**config.mk**
```make
export PLATFORM = sky130hd
export DESIGN_NAME = magnet_field_sweep_dac_unit_flat
export DESIGN_NICKNAME = d
export VERILOG_FILES = /design/src/rtl/mfsd_pkg.sv /design/src/rtl/mfsd_cmd_if.sv /design/src/rtl/mfsd_res_if.sv /design/src/rtl/mfsd_div.sv /design/src/rtl/magnet_field_sweep_dac_unit.sv /design/src/flat_wrapper.sv
export SDC_FILE = /design/constraint.sdc
export NUM_CORES = 1
export LEC_CHECK = 0
export ABC_CLOCK_PERIOD_IN_PS = 8700
export BUFFER_PORTS_ARGS = -buffer_cell sky130_fd_sc_hd__buf_2
export CORE_ASPECT_RATIO = 0.6
export CORE_MARGIN = 3
export CORE_UTILIZATION = 55
export CTS_CLUSTER_SIZE = 8
export DETAILED_ROUTE_END_ITERATION = 7
export PLACE_DENSITY = 0.74
export REMOVE_ABC_BUFFERS = 1
export SYNTH_ARGS = -nofsm -noshare
export SYNTH_HDL_FRONTEND = slang
export SYNTH_SLANG_ARGS = --single-unit
```
**constraint.sdc**
```tcl
create_clock -name i_clk -period 8.7 [get_ports i_clk]
set_clock_uncertainty 0.15 [all_clocks]
set_input_delay 0.435 -clock i_clk [delete_from_list [all_inputs] [get_ports i_clk]]
set_output_delay 0.435 -clock i_clk [all_outputs]
set_load 0.005 [all_outputs]
```
**src/rtl/mfsd_pkg.sv**
```systemverilog
// Shared types, codes and constants of the magnet field sweep DAC controller.
package mfsd_pkg;

    localparam int ZVF_W   = 30;
    localparam int SLOPE_W = 28;
    localparam int FIELD_W = 32;
    localparam int EXT_W   = 34;
    localparam int DAC_W   = 20;
    localparam int CMD_W   = 3;
    localparam int STAT_W  = 3;
    localparam int APB_AW  = 5;
    localparam int APB_DW  = 32;

    localparam logic [DAC_W-1:0] DAC_MAX = 20'd655360;
    // 65536 = 2**16 fractional scaling of the DAC code.
    localparam int VOLT_FRAC_SH = 16;
    // Quotient bits produced by the divider before saturation.
    localparam int DIV_STEPS = 21;
    localparam int DIV_CNT_W = $clog2(DIV_STEPS);
    localparam int DIV_HIGH_W = FIELD_W + VOLT_FRAC_SH - DIV_STEPS;

    localparam logic signed [SLOPE_W-1:0] SLOPE_RESET = 28'sd1000;
    localparam logic signed [EXT_W-1:0] FIELD_MAX_EXT = 34'sd2147483647;

    localparam logic [2:0] REG_ZVF       = 3'd0;
    localparam logic [2:0] REG_SLOPE     = 3'd1;
    localparam logic [2:0] REG_START     = 3'd2;
    localparam logic [2:0] REG_STEP      = 3'd3;
    localparam logic [2:0] REG_START_DEF = 3'd4;
    localparam logic [2:0] REG_STRICT    = 3'd5;

    typedef enum logic [CMD_W-1:0] {
        CMD_SET   = 3'd0,
        CMD_UP    = 3'd1,
        CMD_DOWN  = 3'd2,
        CMD_START = 3'd3,
        CMD_READ  = 3'd4
    } t_cmd;

    typedef enum logic [STAT_W-1:0] {
        ST_OK      = 3'd0,
        ST_CLAMP   = 3'd1,
        ST_RANGE   = 3'd2,
        ST_NOSETUP = 3'd3,
        ST_UNSET   = 3'd4
    } t_status;

    typedef enum logic [2:0] {
        SEQ_IDLE,
        SEQ_LIMIT,
        SEQ_APPLY,
        SEQ_DAC,
        SEQ_DIV,
        SEQ_DONE
    } t_seq_state;

    typedef enum logic [1:0] {
        DIV_IDLE,
        DIV_RUN,
        DIV_DONE
    } t_div_state;

    typedef struct packed {
        logic               start;
        logic [FIELD_W-1:0] num_mag;
        logic [SLOPE_W-1:0] den_mag;
    } t_div_req;

    typedef struct packed {
        logic             done;
        logic [DAC_W-1:0] quot;
    } t_div_rsp;

endpackage

```
**src/rtl/mfsd_cmd_if.sv**
```systemverilog
// Command channel: valid/ready handshake carrying one command item.
interface mfsd_cmd_if import mfsd_pkg::*; ();
    logic                      valid;
    logic                      ready;
    logic [CMD_W-1:0]          cmd;
    logic signed [FIELD_W-1:0] target_field;

    modport source (output valid, cmd, target_field, input ready);
    modport sink   (input valid, cmd, target_field, output ready);
endinterface

```
**src/rtl/mfsd_res_if.sv**
```systemverilog
// Result channel: valid/ready handshake carrying one result item.
interface mfsd_res_if import mfsd_pkg::*; ();
    logic                      valid;
    logic                      ready;
    logic [STAT_W-1:0]         status;
    logic signed [FIELD_W-1:0] field_now;
    logic [DAC_W-1:0]          dac_voltage;
    logic                      dac_write;

    modport source (output valid, status, field_now, dac_voltage, dac_write, input ready);
    modport sink   (input valid, status, field_now, dac_voltage, dac_write, output ready);
endinterface

```
**src/rtl/mfsd_div.sv**
```systemverilog
// Restoring divider for the DAC code: |field offset| * 65536 / |slope|, saturated.
module mfsd_div import mfsd_pkg::*; (
    input  logic     i_clk,
    input  logic     i_rst_n,
    input  t_div_req i_req,
    output t_div_rsp o_rsp
);

    t_div_state             r_state, n_state;
    logic [DIV_CNT_W-1:0]   r_cnt, n_cnt;
    logic [SLOPE_W-1:0]     r_rem, n_rem;
    logic [SLOPE_W-1:0]     r_den, n_den;
    logic [DIV_STEPS-1:0]   r_low, n_low;
    logic [DIV_STEPS-1:0]   r_quot, n_quot;
    logic                   r_ovf, n_ovf;

    logic [DIV_HIGH_W-1:0]  w_high;
    logic [SLOPE_W+1:0]     w_trial;
    logic                   w_ge;

    // The numerator is num_mag shifted up by 16; its top part must stay below the
    // divisor for the quotient to fit, otherwise the code saturates at once.
    assign w_high  = i_req.num_mag[FIELD_W-1:DIV_STEPS-VOLT_FRAC_SH];
    assign w_trial = {1'b0, r_rem, r_low[DIV_STEPS-1]} - {2'b00, r_den};
    assign w_ge    = !w_trial[SLOPE_W+1];

    always_comb begin
        n_state = r_state;
        n_cnt   = r_cnt;
        n_rem   = r_rem;
        n_den   = r_den;
        n_low   = r_low;
        n_quot  = r_quot;
        n_ovf   = r_ovf;
        case (r_state)
            DIV_IDLE: begin
                if (i_req.start) begin
                    n_den  = i_req.den_mag;
                    n_rem  = SLOPE_W'(w_high);
                    n_low  = {i_req.num_mag[DIV_STEPS-VOLT_FRAC_SH-1:0], {VOLT_FRAC_SH{1'b0}}};
                    n_quot = '0;
                    n_cnt  = '0;
                    n_ovf  = ({1'b0, w_high} >= i_req.den_mag);
                    n_state = n_ovf ? DIV_DONE : DIV_RUN;
                end
            end
            DIV_RUN: begin
                n_rem  = w_ge ? w_trial[SLOPE_W-1:0] : {r_rem[SLOPE_W-2:0], r_low[DIV_STEPS-1]};
                n_low  = {r_low[DIV_STEPS-2:0], 1'b0};
                n_quot = {r_quot[DIV_STEPS-2:0], w_ge};
                n_cnt  = r_cnt + 1'b1;
                if (r_cnt == DIV_CNT_W'(DIV_STEPS - 1)) begin
                    n_state = DIV_DONE;
                end
            end
            DIV_DONE: begin
                n_state = DIV_IDLE;
            end
            default: begin
                n_state = DIV_IDLE;
            end
        endcase
    end

    always_ff @(posedge i_clk) begin
        if (!i_rst_n) begin
            r_state <= DIV_IDLE;
        end else begin
            r_state <= n_state;
        end
        r_cnt  <= n_cnt;
        r_rem  <= n_rem;
        r_den  <= n_den;
        r_low  <= n_low;
        r_quot <= n_quot;
        r_ovf  <= n_ovf;
    end

    always_comb begin
        o_rsp.done = (r_state == DIV_DONE);
        if (r_ovf || r_quot > {1'b0, DAC_MAX}) begin
            o_rsp.quot = DAC_MAX;
        end else begin
            o_rsp.quot = r_quot[DAC_W-1:0];
        end
    end

endmodule

```
**src/rtl/magnet_field_sweep_dac_unit.sv**
```systemverilog
// Top level of the magnet field sweep DAC controller: registers, command sequencer, output stage.
// Set, sweep and go-to-start pass limit, apply, DAC, divide and done, where the 21-step shared
// restoring divider forms the DAC code; read and not-set-up skip limit and apply, a zero
// slope skips apply and divide, a zero code skips divide; early saturation cuts the divider short.
// Throughput: one item in work at a time; ready returns in the cycle the result turns valid,
// and the result register lets the next item enter while it waits. Synchronous active-low reset.
module magnet_field_sweep_dac_unit import mfsd_pkg::*; (
    input  logic              i_clk,
    input  logic              i_rst_n,
    mfsd_cmd_if.sink          i_cmd,
    mfsd_res_if.source        o_res,
    input  logic              psel,
    input  logic              penable,
    input  logic              pwrite,
    input  logic [APB_AW-1:0] paddr,
    input  logic [APB_DW-1:0] pwdata,
    output logic [APB_DW-1:0] prdata,
    output logic              pready
);

    logic [ZVF_W-1:0]          r_zvf;
    logic signed [SLOPE_W-1:0] r_slope;
    logic signed [FIELD_W-1:0] r_start;
    logic signed [SLOPE_W-1:0] r_step;
    logic                      r_start_def;
    logic                      r_strict;

    t_seq_state                r_state, n_state;
    logic signed [FIELD_W-1:0] r_cur, n_cur;
    logic                      r_fvalid, n_fvalid;
    logic signed [EXT_W-1:0]   r_cand, n_cand;
    logic signed [EXT_W-1:0]   r_lo, n_lo;
    logic signed [EXT_W-1:0]   r_hi, n_hi;
    logic [STAT_W-1:0]         r_status, n_status;
    logic                      r_write, n_write;
    logic [DAC_W-1:0]          r_dac, n_dac;

    logic                      r_out_valid, n_out_valid;
    logic [STAT_W-1:0]         r_out_status, n_out_status;
    logic signed [FIELD_W-1:0] r_out_field, n_out_field;
    logic [DAC_W-1:0]          r_out_dac, n_out_dac;
    logic                      r_out_write, n_out_write;

    logic                      w_cfg_wr;
    logic [2:0]                w_cfg_idx;
    logic                      w_accept;
    logic signed [EXT_W-1:0]   w_zvf_ext;
    logic signed [EXT_W-1:0]   w_slope_ext;
    logic signed [EXT_W-1:0]   w_end;
    logic signed [EXT_W-1:0]   w_cur_ext;
    logic signed [EXT_W-1:0]   w_step_ext;
    logic signed [FIELD_W:0]   w_diff;
    logic [FIELD_W:0]          w_diff_mag;
    logic [SLOPE_W-1:0]        w_slope_mag;
    logic                      w_below;
    logic                      w_above;
    t_div_req                  w_div_req;
    t_div_rsp                  w_div_rsp;

    // Configuration port.
    assign pready    = 1'b1;
    assign w_cfg_wr  = psel && penable && pwrite && pready;
    assign w_cfg_idx = paddr[APB_AW-1:2];

    always_ff @(posedge i_clk) begin
        if (!i_rst_n) begin
            r_zvf       <= '0;
            r_slope     <= SLOPE_RESET;
            r_start     <= '0;
            r_step      <= '0;
            r_start_def <= 1'b0;
            r_strict    <= 1'b0;
        end else if (w_cfg_wr) begin
            case (w_cfg_idx)
                REG_ZVF:       r_zvf       <= pwdata[ZVF_W-1:0];
                REG_SLOPE:     r_slope     <= pwdata[SLOPE_W-1:0];
                REG_START:     r_start     <= pwdata[FIELD_W-1:0];
                REG_STEP:      r_step      <= pwdata[SLOPE_W-1:0];
                REG_START_DEF: r_start_def <= pwdata[0];
                REG_STRICT:    r_strict    <= pwdata[0];
                default: begin
                end
            endcase
        end
    end

    always_comb begin
        case (w_cfg_idx)
            REG_ZVF:       prdata = APB_DW'(r_zvf);
            REG_SLOPE:     prdata = APB_DW'(r_slope);
            REG_START:     prdata = APB_DW'(r_start);
            REG_STEP:      prdata = APB_DW'(r_step);
            REG_START_DEF: prdata = APB_DW'(r_start_def);
            REG_STRICT:    prdata = APB_DW'(r_strict);
            default:       prdata = '0;
        endcase
    end

    // Span arithmetic: end = zero_volt_field + 10 * slope, 10x as two shifted adds.
    assign w_zvf_ext   = EXT_W'(r_zvf);
    assign w_slope_ext = EXT_W'(r_slope);
    assign w_end       = w_zvf_ext + (w_slope_ext <<< 3) + (w_slope_ext <<< 1);
    assign w_cur_ext   = EXT_W'(r_cur);
    assign w_step_ext  = EXT_W'(r_step);
    assign w_below     = (r_cand < r_lo);
    assign w_above     = (r_cand > r_hi);

    assign w_diff      = (FIELD_W + 1)'(r_cur) - (FIELD_W + 1)'(signed'({1'b0, r_zvf}));
    assign w_diff_mag  = w_diff[FIELD_W] ? (FIELD_W + 1)'(-w_diff) : w_diff;
    assign w_slope_mag = r_slope[SLOPE_W-1] ? SLOPE_W'(-r_slope) : r_slope;

    assign w_accept      = i_cmd.valid && i_cmd.ready;
    assign i_cmd.ready   = (r_state == SEQ_IDLE);

    always_comb begin
        n_state      = r_state;
        n_cur        = r_cur;
        n_fvalid     = r_fvalid;
        n_cand       = r_cand;
        n_lo         = r_lo;
        n_hi         = r_hi;
        n_status     = r_status;
        n_write      = r_write;
        n_dac        = r_dac;
        n_out_valid  = r_out_valid && !o_res.ready;
        n_out_status = r_out_status;
        n_out_field  = r_out_field;
        n_out_dac    = r_out_dac;
        n_out_write  = r_out_write;
        w_div_req.start   = 1'b0;
        w_div_req.num_mag = w_diff_mag[FIELD_W-1:0];
        w_div_req.den_mag = w_slope_mag;
        case (r_state)
            SEQ_IDLE: begin
                if (w_accept) begin
                    n_write = 1'b0;
                    case (i_cmd.cmd)
                        CMD_SET: begin
                            n_cand  = EXT_W'(i_cmd.target_field);
                            n_state = SEQ_LIMIT;
                        end
                        CMD_UP, CMD_DOWN: begin
                            if (r_start_def) begin
                                n_cand  = (i_cmd.cmd == CMD_UP) ? w_cur_ext + w_step_ext
                                                                : w_cur_ext - w_step_ext;
                                n_state = SEQ_LIMIT;
                            end else begin
                                n_status = ST_NOSETUP;
                                n_state  = SEQ_DAC;
                            end
                        end
                        CMD_START: begin
                            if (r_start_def) begin
                                n_cand  = EXT_W'(r_start);
                                n_state = SEQ_LIMIT;
                            end else begin
                                n_status = ST_NOSETUP;
                                n_state  = SEQ_DAC;
                            end
                        end
                        default: begin
                            // Read, and the unused codes that behave as read.
                            n_status = r_fvalid ? ST_OK : ST_UNSET;
                            n_state  = SEQ_DAC;
                        end
                    endcase
                end
            end
            SEQ_LIMIT: begin
                if (r_slope == '0) begin
                    n_status = ST_RANGE;
                    n_state  = SEQ_DAC;
                end else begin
                    if (r_slope[SLOPE_W-1]) begin
                        n_lo = w_end;
                        n_hi = w_zvf_ext;
                    end else begin
                        n_lo = w_zvf_ext;
                        n_hi = (w_end > FIELD_MAX_EXT) ? FIELD_MAX_EXT : w_end;
                    end
                    n_state = SEQ_APPLY;
                end
            end
            SEQ_APPLY: begin
                n_state = SEQ_DAC;
                if (!w_below && !w_above) begin
                    n_cur    = r_cand[FIELD_W-1:0];
                    n_fvalid = 1'b1;
                    n_status = ST_OK;
                    n_write  = 1'b1;
                end else if (r_strict) begin
                    n_status = ST_RANGE;
                end else begin
                    n_cur    = w_below ? r_lo[FIELD_W-1:0] : r_hi[FIELD_W-1:0];
                    n_fvalid = 1'b1;
                    n_status = ST_CLAMP;
                    n_write  = 1'b1;
                end
            end
            SEQ_DAC: begin
                // Opposite signs give a negative quotient, which reads as zero volts.
                if (!r_fvalid || r_slope == '0 || w_diff == '0 ||
                    (w_diff[FIELD_W] != r_slope[SLOPE_W-1])) begin
                    n_dac   = '0;
                    n_state = SEQ_DONE;
                end else begin
                    w_div_req.start = 1'b1;
                    n_state         = SEQ_DIV;
                end
            end
            SEQ_DIV: begin
                if (w_div_rsp.done) begin
                    n_dac   = w_div_rsp.quot;
                    n_state = SEQ_DONE;
                end
            end
            SEQ_DONE: begin
                if (!r_out_valid || o_res.ready) begin
                    n_out_valid  = 1'b1;
                    n_out_status = r_status;
                    n_out_field  = r_cur;
                    n_out_dac    = r_dac;
                    n_out_write  = r_write;
                    n_state      = SEQ_IDLE;
                end
            end
            default: begin
                n_state = SEQ_IDLE;
            end
        endcase
    end

    always_ff @(posedge i_clk) begin
        if (!i_rst_n) begin
            r_state     <= SEQ_IDLE;
            r_cur       <= '0;
            r_fvalid    <= 1'b0;
            r_out_valid <= 1'b0;
        end else begin
            r_state     <= n_state;
            r_cur       <= n_cur;
            r_fvalid    <= n_fvalid;
            r_out_valid <= n_out_valid;
        end
        r_cand       <= n_cand;
        r_lo         <= n_lo;
        r_hi         <= n_hi;
        r_status     <= n_status;
        r_write      <= n_write;
        r_dac        <= n_dac;
        r_out_status <= n_out_status;
        r_out_field  <= n_out_field;
        r_out_dac    <= n_out_dac;
        r_out_write  <= n_out_write;
    end

    mfsd_div u_div (
        .i_clk   (i_clk),
        .i_rst_n (i_rst_n),
        .i_req   (w_div_req),
        .o_rsp   (w_div_rsp)
    );

    assign o_res.valid       = r_out_valid;
    assign o_res.status      = r_out_status;
    assign o_res.field_now   = r_out_field;
    assign o_res.dac_voltage = r_out_dac;
    assign o_res.dac_write   = r_out_write;

`ifndef NO_ASSERTIONS
    a_write_status: assert property (@(posedge i_clk) disable iff (!i_rst_n)
        (r_out_valid && r_out_write) |-> (r_out_status == ST_OK || r_out_status == ST_CLAMP))
        else $error("DAC write flagged on a result that did not apply a field");

    a_dac_range: assert property (@(posedge i_clk) disable iff (!i_rst_n)
        r_out_valid |-> (r_out_dac <= DAC_MAX))
        else $error("DAC code above full scale");

    a_unset_zero: assert property (@(posedge i_clk) disable iff (!i_rst_n)
        (r_out_valid && r_out_status == ST_UNSET) |-> (r_out_field == '0 && r_out_dac == '0))
        else $error("Unset field reported with nonzero field or voltage");

    a_write_sets_valid: assert property (@(posedge i_clk) disable iff (!i_rst_n)
        (r_out_valid && r_out_write) |-> r_fvalid)
        else $error("Field written but field-valid flag is clear");
`endif

endmodule
```
**src/flat_wrapper.sv**
```systemverilog
// flat-port wrapper written by rule: the top's interface ports become plain ports
module magnet_field_sweep_dac_unit_flat import mfsd_pkg::*;
  (i_clk, i_rst_n, psel, penable, pwrite, paddr, pwdata, prdata, pready, i_cmd_valid, i_cmd_cmd, i_cmd_target_field, i_cmd_ready, o_res_valid, o_res_status, o_res_field_now, o_res_dac_voltage, o_res_dac_write, o_res_ready);
  mfsd_cmd_if i_cmd_i ();
  mfsd_res_if o_res_i ();
  input  logic i_clk;
  input  logic i_rst_n;
  input  logic psel;
  input  logic penable;
  input  logic pwrite;
  input  logic [APB_AW-1:0] paddr;
  input  logic [APB_DW-1:0] pwdata;
  output logic [APB_DW-1:0] prdata;
  output logic pready;
  input wire logic [$bits(i_cmd_i.valid)-1:0] i_cmd_valid;
  input wire logic [$bits(i_cmd_i.cmd)-1:0] i_cmd_cmd;
  input wire logic [$bits(i_cmd_i.target_field)-1:0] i_cmd_target_field;
  output wire logic [$bits(i_cmd_i.ready)-1:0] i_cmd_ready;
  output wire logic [$bits(o_res_i.valid)-1:0] o_res_valid;
  output wire logic [$bits(o_res_i.status)-1:0] o_res_status;
  output wire logic [$bits(o_res_i.field_now)-1:0] o_res_field_now;
  output wire logic [$bits(o_res_i.dac_voltage)-1:0] o_res_dac_voltage;
  output wire logic [$bits(o_res_i.dac_write)-1:0] o_res_dac_write;
  input wire logic [$bits(o_res_i.ready)-1:0] o_res_ready;
  assign i_cmd_i.valid = i_cmd_valid;
  assign i_cmd_i.cmd = i_cmd_cmd;
  assign i_cmd_i.target_field = i_cmd_target_field;
  assign i_cmd_ready = i_cmd_i.ready;
  assign o_res_valid = o_res_i.valid;
  assign o_res_status = o_res_i.status;
  assign o_res_field_now = o_res_i.field_now;
  assign o_res_dac_voltage = o_res_i.dac_voltage;
  assign o_res_dac_write = o_res_i.dac_write;
  assign o_res_i.ready = o_res_ready;
  magnet_field_sweep_dac_unit u_core (.i_clk(i_clk), .i_rst_n(i_rst_n), .i_cmd(i_cmd_i), .o_res(o_res_i), .psel(psel), .penable(penable), .pwrite(pwrite), .paddr(paddr), .pwdata(pwdata), .prdata(prdata), .pready(pready));
endmodule
```
---- Yosys cells after proc, flatten, opt, wreduce, memory -nomap -nowiden ----
Index checks and enable logic that the tools add are counted.
storage, ports and cells
  output and inout port bits .............. 91
  logic and storage cells ................. 176
  flip-flop bits (word level) ............. 445
  input port bits ......................... 79
cells by class
  multiplexer cells ....................... 54
  add/sub/neg operators ................... 9
  equal/unequal tests ..................... 30
  magnitude comparators ................... 5
  reductions and logical operators ........ 47
  bitwise logic cells ..................... 1
operators with widths
  operator                                                          number
  case mux 32 bit (6 select lines)                                  1
  2-to-1 mux 32 bit                                                 4
  2-to-1 mux 34 bit                                                 3
  case mux 34 bit (3 select lines)                                  1
  2-to-1 mux 28 bit                                                 3
  case mux 21 bit (2 select lines)                                  2
  2-to-1 mux 20 bit                                                 3
  2-to-1 mux 30 bit                                                 2
  case mux 28 bit (2 select lines)                                  1
  2-to-1 mux 21 bit                                                 2
  case mux 20 bit (2 select lines)                                  1
  greater-than comparator 34 x 32 -> 1 bit (second input constant)  1
  greater-than comparator 34 bit                                    1
  < comparator 34 bit                                               1
  adder 32 x 28 -> 33 bit                                           1
  adder 32 x 29 -> 33 bit                                           1
  logical NOT 33 bit                                                1
  subtractor 32 x 28 -> 33 bit                                      1
  subtractor 32 x 31 -> 33 bit                                      1
  adder 31 x 31 -> 32 bit                                           1
  negation 32 bit                                                   1
  2-to-1 mux 31 bit                                                 1
  subtractor 29 x 28 -> 30 bit                                      1
  greater-or-equal comparator 27 x 28 -> 1 bit                      1
  other kinds (37)                                                  110

---- Depth between registers and ports, before layout ----
Gate-level depths: netlist of the first run.
  depth after elaboration ................. 8
  depth in mapped cells ................... 23
  mapped depth without buffers ............ 23

---- Modules after synthesis ----
A second synthesis of the first run with hierarchy kept.
second synthesis, totals
  cell total of the unflattened synthesis .. 3,230
  area, all modules ....................... 29,051.6 um^2
by module, submodules not included
  module                       instances  sequential area each (um^2)  cells each  area an instance (um^2)
  magnet_field_sweep_dac_unit  1          8,518.2                      2,635       23,054.6
  mfsd_div                     1          2,682.6                      595         5,997.0

---- Worst setup path before layout of the first run ----
No wires, ideal clock.
  path kind ............................... flip-flop to flip-flop
  start ................................... register u_core.r_slope[27]
  end ..................................... register u_core.r_hi[0], enable pin
  cell stages (with the launch flop) ...... 8
  arrival ................................. 7,683 ps
  slack ................................... 214 ps
  setup time .............................. 653 ps
  buffers on the path ..................... 3
  cell sequence ........................... dfxtp_1 clkbuf_1 inv_1 clkbuf_1 clkbuf_1 ha_1 and3_1 nor4_1
between the ends
  word-level cells in the longest chain between the ends .. 3
ends and longest elaborated chain
  element                               RTL line                            text
  start, declared                       magnet_field_sweep_dac_unit.sv:22   logic signed [SLOPE_W-1:0] r_slope;
  start signal, assigned                magnet_field_sweep_dac_unit.sv:76   REG_SLOPE: r_slope <= pwdata[SLOPE_W-1:0];
  logical NOT 28 bit                    magnet_field_sweep_dac_unit.sv:170  if (r_slope == '0) begin
  NOT 1 bit (no source line)            --
  AND reduction 2 bit (no source line)  --
  end signal, assigned                  magnet_field_sweep_dac_unit.sv:247  r_hi <= n_hi;
  end, declared                         magnet_field_sweep_dac_unit.sv:33   logic signed [EXT_W-1:0] r_hi, n_hi;
No other way between the ends.
A chain may end at the register's enable or synchronous reset.

---- Final worst setup path of the first run ----
  start ................................... register u_core.r_zvf[9]
  end ..................................... register u_core.u_div.r_state[1]
between the ends
  word-level cells in the longest chain between the ends .. 8
  elaborated cells on any way between the ends .. 15
  classes of those cells .................. add/sub: 2; order compare: 1; eq/ne: 2; mux: 6; reduce/logical: 4
ends and longest elaborated chain
  element                                                  RTL line                            text
  start, declared                                          magnet_field_sweep_dac_unit.sv:21   logic [ZVF_W-1:0] r_zvf;
  start signal, assigned                                   magnet_field_sweep_dac_unit.sv:75   REG_ZVF: r_zvf <= pwdata[ZVF_W-1:0];
  subtractor 32 x 31 -> 33 bit (*)                         magnet_field_sweep_dac_unit.sv:108  assign w_diff = (FIELD_W + 1)'(r_cur) - (FIELD_W + 1)'(signed'({1'b0, r_zvf}));
  branches (longest 7 deep; another with negation 32 bit)  --
  end signal, assigned                                     mfsd_div.sv:69                      r_state <= n_state;
  end, declared                                            mfsd_div.sv:9                       t_div_state r_state, n_state;
Every way passes the cells marked *. The select of a mux whose other input is x is not followed.

==> results.txt, run 1 <==
- Seq pwr share: 31.6%
* TritonCTS Buffers: 59
- STA puts the critical path data arrival time at 7.32 ns.
- The detail route stage leaves a number of antenna-violating nets equal to 0.
- The flow ran to the end, and the final reports show no timing, DRC or antenna violations.
- Number of enable-type register cells in the synthesized netlist: 267
- Insertion delay to the later sink of the worst-skew pair: 0.62 ns
* Number of nets in the finished design: 3670
- Horizontal die dimension: 302 um
- In this run, placement finished with an instance count of 3947.
- Tightest Hold Check Type: input pin to register
- The first routing iteration left 4170 violations.
- Total of buffers placed on input and output ports: 166
* TritonCTS clock tree: yes
* Peak VDD IR: 0.167 mV
- Share of the yosys chip area belonging to registers: 38.7%
* Most area-consuming cells after synthesis: edfxtp_1 (28%), dfxtp_1 (11%), ha_1 (9.4%), nand2_1 (6.1%), o21ai_0 (3.8%)
- Post-detail-place hpwl: 80000 um
- STA puts the critical path data required time at 9.03 ns.
- Number of warnings reported in the yosys synthesis log: 0
- Commonest cells post-synth: nand2_1 (468), edfxtp_1 (267), o21ai_0 (220)
- The count of final max-slew check failures is 0.
- Path type of the worst setup path: register to register
- For this block, the routed nets add up to 105000 um of wire.
- The pre-antenna-repair detailed-routing pass consisted of 8 iterations.
- Number of instances in the synthesized netlist: 3208
* Top-Level Pins: 170
* Fin Hold WS: 0.0143 ns
* Area of the multi-input gates: 16500 sq um
- Derived from the worst setup path, the maximum achievable clock frequency is 143 MHz.
- Area of the mapped netlist: 28900 sq um
* Number of maximum-capacitance constraint violations: 0
* Post-synthesis register bit count: 426
- Final worst-path cycle share: 80.4%
- For this configuration, the core starts out at a cell density of 56.2%.
* Post-route standard cell area excluding fillers: 32400 sq um
- Largest area contributor in the netlist: edfxtp_1
- Count of H-tree levels built during CTS: 2
- The most common cell in the synthesized netlist is nand2_1.
- After synthesis, the share of flip-flops with an asynchronous set or reset is 0%.
- Leftover overflow at the end of global routing: 0
* WL per Instance: 25.8 um
- The routed design could run at a clock period as short as 6.99 ns.
- STA classifies the critical path startpoint as a register.
- For this design, the sink count on the clock tree is 426.
- Largest net degree at the start of global routing: 86
- The initialized floorplan defines 64 standard-cell rows.
* Wire length of the first global-routing pass: 154000 um
- Measured slew at the worst slew-check pin: 1.32 ns
- Crit Path Max Fanout: 12
- Die Span Y: 184 um
- The hold violation count in the final report is 0.
- Share of post-route cells with drive strength above 1: 9.15%
* Final TNS setup: 0 ns
- Area occupied by registers: 11200 sq um
* Via/cell ratio: 6.51
* Filler cell count in the final layout: 4257
- For this design the total switching power over the nets is 3.02 mW.
* Placement-stage cell area: 30400 sq um
- Worst-case headroom to the max-slew limit: 11.1%
- The number of global-route vias before repair came to 24198.
- Portion of total power attributed to combinational logic: 40.5%
- Power per cell area: 241 nW/um^2
* Power consumption: 7.79 mW
* Routability-driven placement congestion ratio: 1.01
* Avg Synthesized Cell Area: 9.02 sq um
- Vias post-DR: 26582
- Most instantiated flip-flop cell in the synthesis netlist: edfxtp_1
* Leakage power of the design: 13.4 nW
- Clock Power Share: 28.0%
* Area added between synthesis and finish: 11.8%
- After clock tree synthesis, the clock-pin slew on the worst setup and hold paths is 0.06 ns.
* Final standard cell count with taps included and fillers excluded: 4081
- Synthesis instantiated 83 different standard cells from the library.
- The worst setup path is captured at a register.
- The floorplan step defined a die boundary enclosing 55500 sq um.
* P_int: 4.77 mW
- Global routing usage summed across all routing layers: 37.2%
- RSZ-0062 raised after global routing: false
- After synthesis, the largest area contributor takes up 27.7% of total cell area.
- Total DRC errors in the routed layout: 0
- In this run the standard cell core region covers 51500 sq um.
- Clock root buffer master: clkbuf_16
* Initial antenna violation count: 4
- Endpoints failing setup: 0
- Number of buffers on the longest clock path: 3
- Net switching is 38.8% of the power.
- PostCTS Resize Cnt: 0
-- area by class of cell --
type | instances | share of cell area, %
diodes | 1 | 0.00773
clock buffers | 102 | 5.09
clock inverters | 4 | 0.178
inverters | 196 | 2.27
multi-input cells | 2437 | 51.1
flip-flops and latches | 426 | 34.6
well taps | 693 | 2.68
repair buffers | 222 | 4.08
-- cell families after synthesis --
kind of cell    synth area share, %
compound gates                 22.0
xor+xnor                       5.39
fa+ha+maj                      11.6
buf+inv                        4.56
flops                          38.7
mux                            1.83
other cells                  0.0259
simple gates                   15.9
-- routing by layer --
layer,share of wire [%],up-vias,GRT usage (%)
li1,-,11872,-
met1,45,12787,59.3
met2,36,1765,47.4
met3,16,156,12.9
met4,2.2,2,7.53
met5,0.010,-,0
-- registers in the layout, indices dropped and copies added (netlist names), 20 cells and up --
signal,flops
u_core.r_cand,33
u_core.r_hi,33
u_core.r_lo,33
u_core.o_res.field_now,32
u_core.r_cur,32
u_core.r_start,32
u_core.r_zvf,30
u_core.r_slope,28
u_core.r_step,28
u_core.u_div.r_den,28
u_core.u_div.r_rem,28
u_core.u_div.r_quot,21
u_core.o_res.dac_voltage,20
u_core.r_dac,20
-- final timing paths --
path	depth (start not counted)	from	slack, ns	end
setup / recovery	18	u_core.r_zvf[9]	1.71	u_core.u_div.r_state[1]
hold / removal	3	pwdata[11]	0.01	u_core.r_zvf[11]
setup reg to reg	18	u_core.r_zvf[9]	1.71	u_core.u_div.r_state[1]
hold reg to reg	0	u_core.r_dac[11]	0.27	u_core.o_res.dac_voltage[11]
-- per-stage QoR --
step | util, % | setup slack (ns)
2_1_floorplan | - | -1.81
3_3_place_gp | 59.0 | 2.06
3_5_place_dp | 59.0 | 1.89
4_1_cts | 62.9 | 1.87
5_1_grt | 62.9 | 1.27
6_report | 62.9 | 1.71
-- power groups by stage --
stage | sequential, mW | clock [mW] | combinational, mW
global placement | 2.49 | 0 | 2.94
finish | 2.46 | 2.18 | 3.15
detailed placement | 2.49 | 0 | 2.99
global route | 2.47 | 2.27 | 3.40
CTS | 2.45 | 2.18 | 3.03
floorplan | 2.45 | 0 | 2.05
-- worst max-delay path, stage by stage, from the launching register on --
cell	delay (ns)
dfxtp_1	0.45
inv_1	0.19
ha_1	0.48
a21oi_1	0.36
o21ai_0	0.23
nor4_1	0.55
a21o_1	0.30
xnor2_1	0.13
nor4_1	0.55
nand4_1	0.62
o31ai_1	0.45
xnor2_1	0.29
ha_1	0.34
a21o_1	0.16
a2111oi_0	0.70
o211ai_1	0.17
o31a_1	0.41
o221ai_1	0.22
a21oi_1	0.07
-- layout by cell type, fill, tap and decap left out, types with 17 or more instances in the layout --
cell,Yosys,routed
o21ai_0,220,220
clkbuf_16,0,59
a21oi_1,178,178
fa_1,31,31
o21a_1,42,41
nand2_1,468,467
nand3_1,46,46
clkbuf_1,137,42
a211oi_1,23,23
buf_4,1,30
a21o_1,83,83
edfxtp_1,267,267
and2_1,56,56
dfxtp_1,159,158
and3_1,26,25
a211o_1,17,17
nand2b_1,33,33
inv_1,196,196
o211ai_1,27,27
or3_1,23,23
o31ai_1,26,26
nor2b_1,26,24
mux2i_1,44,44
a22o_1,34,34
buf_2,1,165
a22oi_1,64,64
xor2_1,73,73
a31oi_1,25,24
nor3_1,52,50
nand4_1,36,36
xnor2_1,105,105
a21boi_0,117,117
ha_1,218,218
dlygate4sd3_1,0,27
nor2_1,167,165
-- timing repair --
item,in CTS,in global routing
hold buffers,27,0
buffers inserted,0,0
hold endpoints to repair,84,0
Note: power is estimated with default switching activity, not from simulation.
==> inputs of run 2 (changes only) <==
Settings changed: ABC_CLOCK_PERIOD_IN_PS 8700 to 6300.
Clock period 8.7 ns to 6.3 ns, I/O delays scaled along.
==> results.txt, run 2 (synthesis gave the netlist of run 1 again) <==
- The detail-routed via count per cell came to 6.47 (was 6.51).
* Total length of routed wires: 110000 um (was 105000 um)
- The post-layout instance count excluding filler cells came to 4170 (was 4081).
* Number of maximum-capacitance constraint violations: 0 (unchanged)
- The CTS clock-pin slew for the worst setup and hold paths is 0.06 ns (about the same).
* Endpoints failing setup: 0 (unchanged)
- Largest registers: u_core.r_cand: 33 flops, u_core.r_hi: 33 flops, u_core.r_lo: 33 flops (unchanged)
* Slowest cell on crit path: dfxtp_1 (was a2111oi_0)
- The largest buffer count on any clock path was 3 (unchanged).
- The achievable frequency came to 165 MHz (was 143 MHz).
- Total DRC errors in the routed layout: 0 (unchanged)
* Leakage power of the design: 13.9 nW (was 13.4 nW)
- Cell Chain, Critical Path: ha_1 > o21ai_0 > a21oi_1 > buf_4 > or4_1 > o311ai_0 > nand4_1 > a2111oi_4 > nand4_4 > o31ai_1 > xnor2_1 > ha_1 > a21o_1 > a21o_1 > a2111oi_2 > o211ai_1 > o31a_1 > o221ai_1 > a21oi_1 (was inv_1 > ha_1 > a21oi_1 > o21ai_0 > nor4_1 > a21o_1 > xnor2_1 > nor4_1 > nand4_1 > o31ai_1 > xnor2_1 > ha_1 > a21o_1 > a2111oi_0 > o211ai_1 > o31a_1 > o221ai_1 > a21oi_1).
- Sink Count: 426 (unchanged)
- Post-route standard cell area excluding fillers: 33200 sq um (was 32400 sq um)
- First-pass iteration count of the detailed router: 7 (was 8)
- Global routing usage summed across all routing layers: 38.8% (was 37.2%)
- The most frequent standard cell in the layout excluding fill and tap cells was nand2_1 (unchanged).
* Top-Level Pins: 170 (unchanged)
- Wire length on met3: 19300 um (was 17200 um)
- The maximum cell stage delay along the critical path was 0.53 ns (was 0.70 ns).
* Vias in the first global route: 24808 (was 24198)
* Measured slew at the worst slew-check pin: 1.38 ns (was 1.32 ns)
* Number of nets in the finished design: 3757 (was 3670)
* Net switching power of the design: 4.29 mW (was 3.02 mW)
- Leftover overflow at the end of global routing: 0 (unchanged)
- Share of post-route cells with drive strength above 1: 11.1% (was 9.15%)
- Crit path launch type: register (unchanged)
* Post-detail-place hpwl: 84800 um (was 80000 um)
- The final core utilization came to 64.5% (was 62.9%).
- The number of rows created at floorplan was 64 (unchanged).
- The total chip power was 11.1 mW (was 7.79 mW).
* Area occupied by registers: 11200 sq um (unchanged)
- The chip width came to 302 um (unchanged).
- Routed met1 length: 48500 um (was 47400 um)
- Filler cell count in the final layout: 4146 (was 4257)
* DP Cell Count: 4007 (was 3947)
- The initial antenna violation count is 5 (was 4).
- Area of the multi-input gates: 16600 sq um (was 16500 sq um)
- Count of H-tree levels built during CTS: 2 (unchanged)
- Kind of capture point of the worst setup path: register (unchanged)
* TritonCTS clock tree: yes (unchanged)
- The worst endpoint data arrival time is 6.37 ns (was 7.32 ns).
* Routability-driven placement congestion ratio: 1.00 (was 1.01)
- The type of the worst min-delay path was input pin to register (unchanged).
* Largest net degree at the start of global routing: 74 (was 86)
* Vias post-DR: 26992 (was 26582)
* Starting utilization of the core area: 56.2% (unchanged)
* Seq pwr share: 30.4% (was 31.6%)
- The iteration-0 DRC count of the detailed router came to 3495 (was 4170).
- Required arrival time at the worst endpoint: 6.63 ns (was 9.03 ns)
* Cell family with most CP delay: compound AO/OA/AOI/OAI gates (unchanged)
- WL per Instance: 26.3 um (was 25.8 um)
* Status: complete, no violations (unchanged)
- Final-report max-slew violation count: 0 (unchanged)
* Crit Path Max Fanout: 8 (was 12)
* Met2 routed wirelength: 39900 um (was 38400 um)
- The combinational power share is 42.4% (was 40.5%).
- The hold violation count in the final report is 0 (unchanged).
- The cell area after placement is 30900 sq um (was 30400 sq um).
- Commonest cells after routing, fill and taps aside: nand2_1 (467), edfxtp_1 (267), o21ai_0 (216), ha_1 (216), inv_1 (196) (was nand2_1 (467), edfxtp_1 (267), o21ai_0 (220))
- Worst-case headroom to the max-slew limit: 7.25% (was 11.1%)
* Path type of the worst setup path: register to register (unchanged)
- The layout-stage area growth over the synthesis result is 14.7% (was 11.8%).
- Power per cell area: 335 nW/um^2 (was 241 nW/um^2)
- The number of nets with antenna violations after detailed routing came to 0 (unchanged).
- The die extent in y was 184 um (unchanged).
* Clock Power Share: 27.1% (was 28.0%)
* TritonCTS Buffers: 59 (unchanged)
* Switching share of power: 38.5% (was 38.8%)
- Insertion delay to the later sink of the worst-skew pair: 0.62 ns (about the same)
- Die Outline Area: 55500 sq um (unchanged)
- CP Buf/Inv Count: 1 (unchanged)
* Clock root buffer master: clkbuf_16 (unchanged)
- The peak supply drop came to 0.228 mV (was 0.167 mV).
* Wire length of the first global-routing pass: 159000 um (was 154000 um)
- The uppermost signal routing layer after detailed routing is met4 (was met5).
- Clock period minus final worst setup slack: 6.05 ns (was 6.99 ns)
* Final worst-path cycle share: 96.0% (was 80.4%)
* Total of buffers placed on input and output ports: 166 (unchanged)
- P_int: 6.84 mW (was 4.77 mW)
- The area of the placeable core was 51500 sq um (unchanged).
-- run 2: worst reg2reg max path: stages, from the launching register on --
cell and delay (ns):
dfxtp_1 0.53, ha_1 0.31, o21ai_0 0.29, a21oi_1 0.10, buf_4 0.18, or4_1 0.40
o311ai_0 0.29, nand4_1 0.32, a2111oi_4 0.50, nand4_4 0.25, o31ai_1 0.36, xnor2_1 0.27
ha_1 0.34, a21o_1 0.17, a21o_1 0.19, a2111oi_2 0.47, o211ai_1 0.15, o31a_1 0.38
o221ai_1 0.21, a21oi_1 0.06
-- run 2: per-layer routing --
metal	track usage, %	vias to the layer above
li1	-	12034
met1	60.6	12950
met2	48.8	1871
met3	16.6	137
met4	7.28	0
met5	0	-
-- run 2: worst paths after layout --
kind                          start                     endpoint  slack (ns)  depth (start not counted)
max reg2reg         u_core.r_cur[3]      u_core.u_div.r_state[1]        0.25                         19
min reg2reg         u_core.r_dac[7]  u_core.o_res.dac_voltage[7]        0.26                          0
max                 u_core.r_cur[3]      u_core.u_div.r_state[1]        0.25                         19
min          i_cmd_target_field[30]            u_core.r_cand[30]        0.03                          3
-- run 2: final cells by class --
class | count | share of cell area (%)
Tap cell | 693 | 2.61
Multi-Input combinational cell | 2437 | 50.1
Clock buffer | 104 | 5.08
Antenna cell | 3 | 0.0226
Timing Repair Buffer | 309 | 6.16
Clock inverter | 2 | 0.0754
Sequential cell | 426 | 33.7
Inverter | 196 | 2.22
-- run 2: stage by stage --
stage	worst slack (ns)	hold WS (ns)	TNS, ns
global placement	0.250	0.254	0
CTS	0.0961	0.00304	0
global route	-0.00283	0.0267	-0.00283
detailed placement	-0.0373	0.257	-0.0409
finish	0.255	0.0307	0
floorplan	-4.21	0.237	-299.85
-- run 2: power groups by stage --
stage / sequential [mW] / clock [mW] / combinational (mW)
after detailed placement: 3.43 / 0 / 4.35
after global placement: 3.42 / 0 / 4.25
after global routing: 3.39 / 3.16 / 5.04
after floorplan: 3.38 / 0 / 2.83
after CTS: 3.38 / 3.03 / 4.43
final: 3.39 / 3.02 / 4.72
-- run 2: repair_timing --
item / 4_1_cts / 5_1_grt
hold buffers: 50 / 0
pin swaps: 0 / 4
setup buffers: 0 / 4
setup endpoints to repair: 2 / 8
hold endpoints to repair: 137 / 0
gates resized for setup: 2 / 20
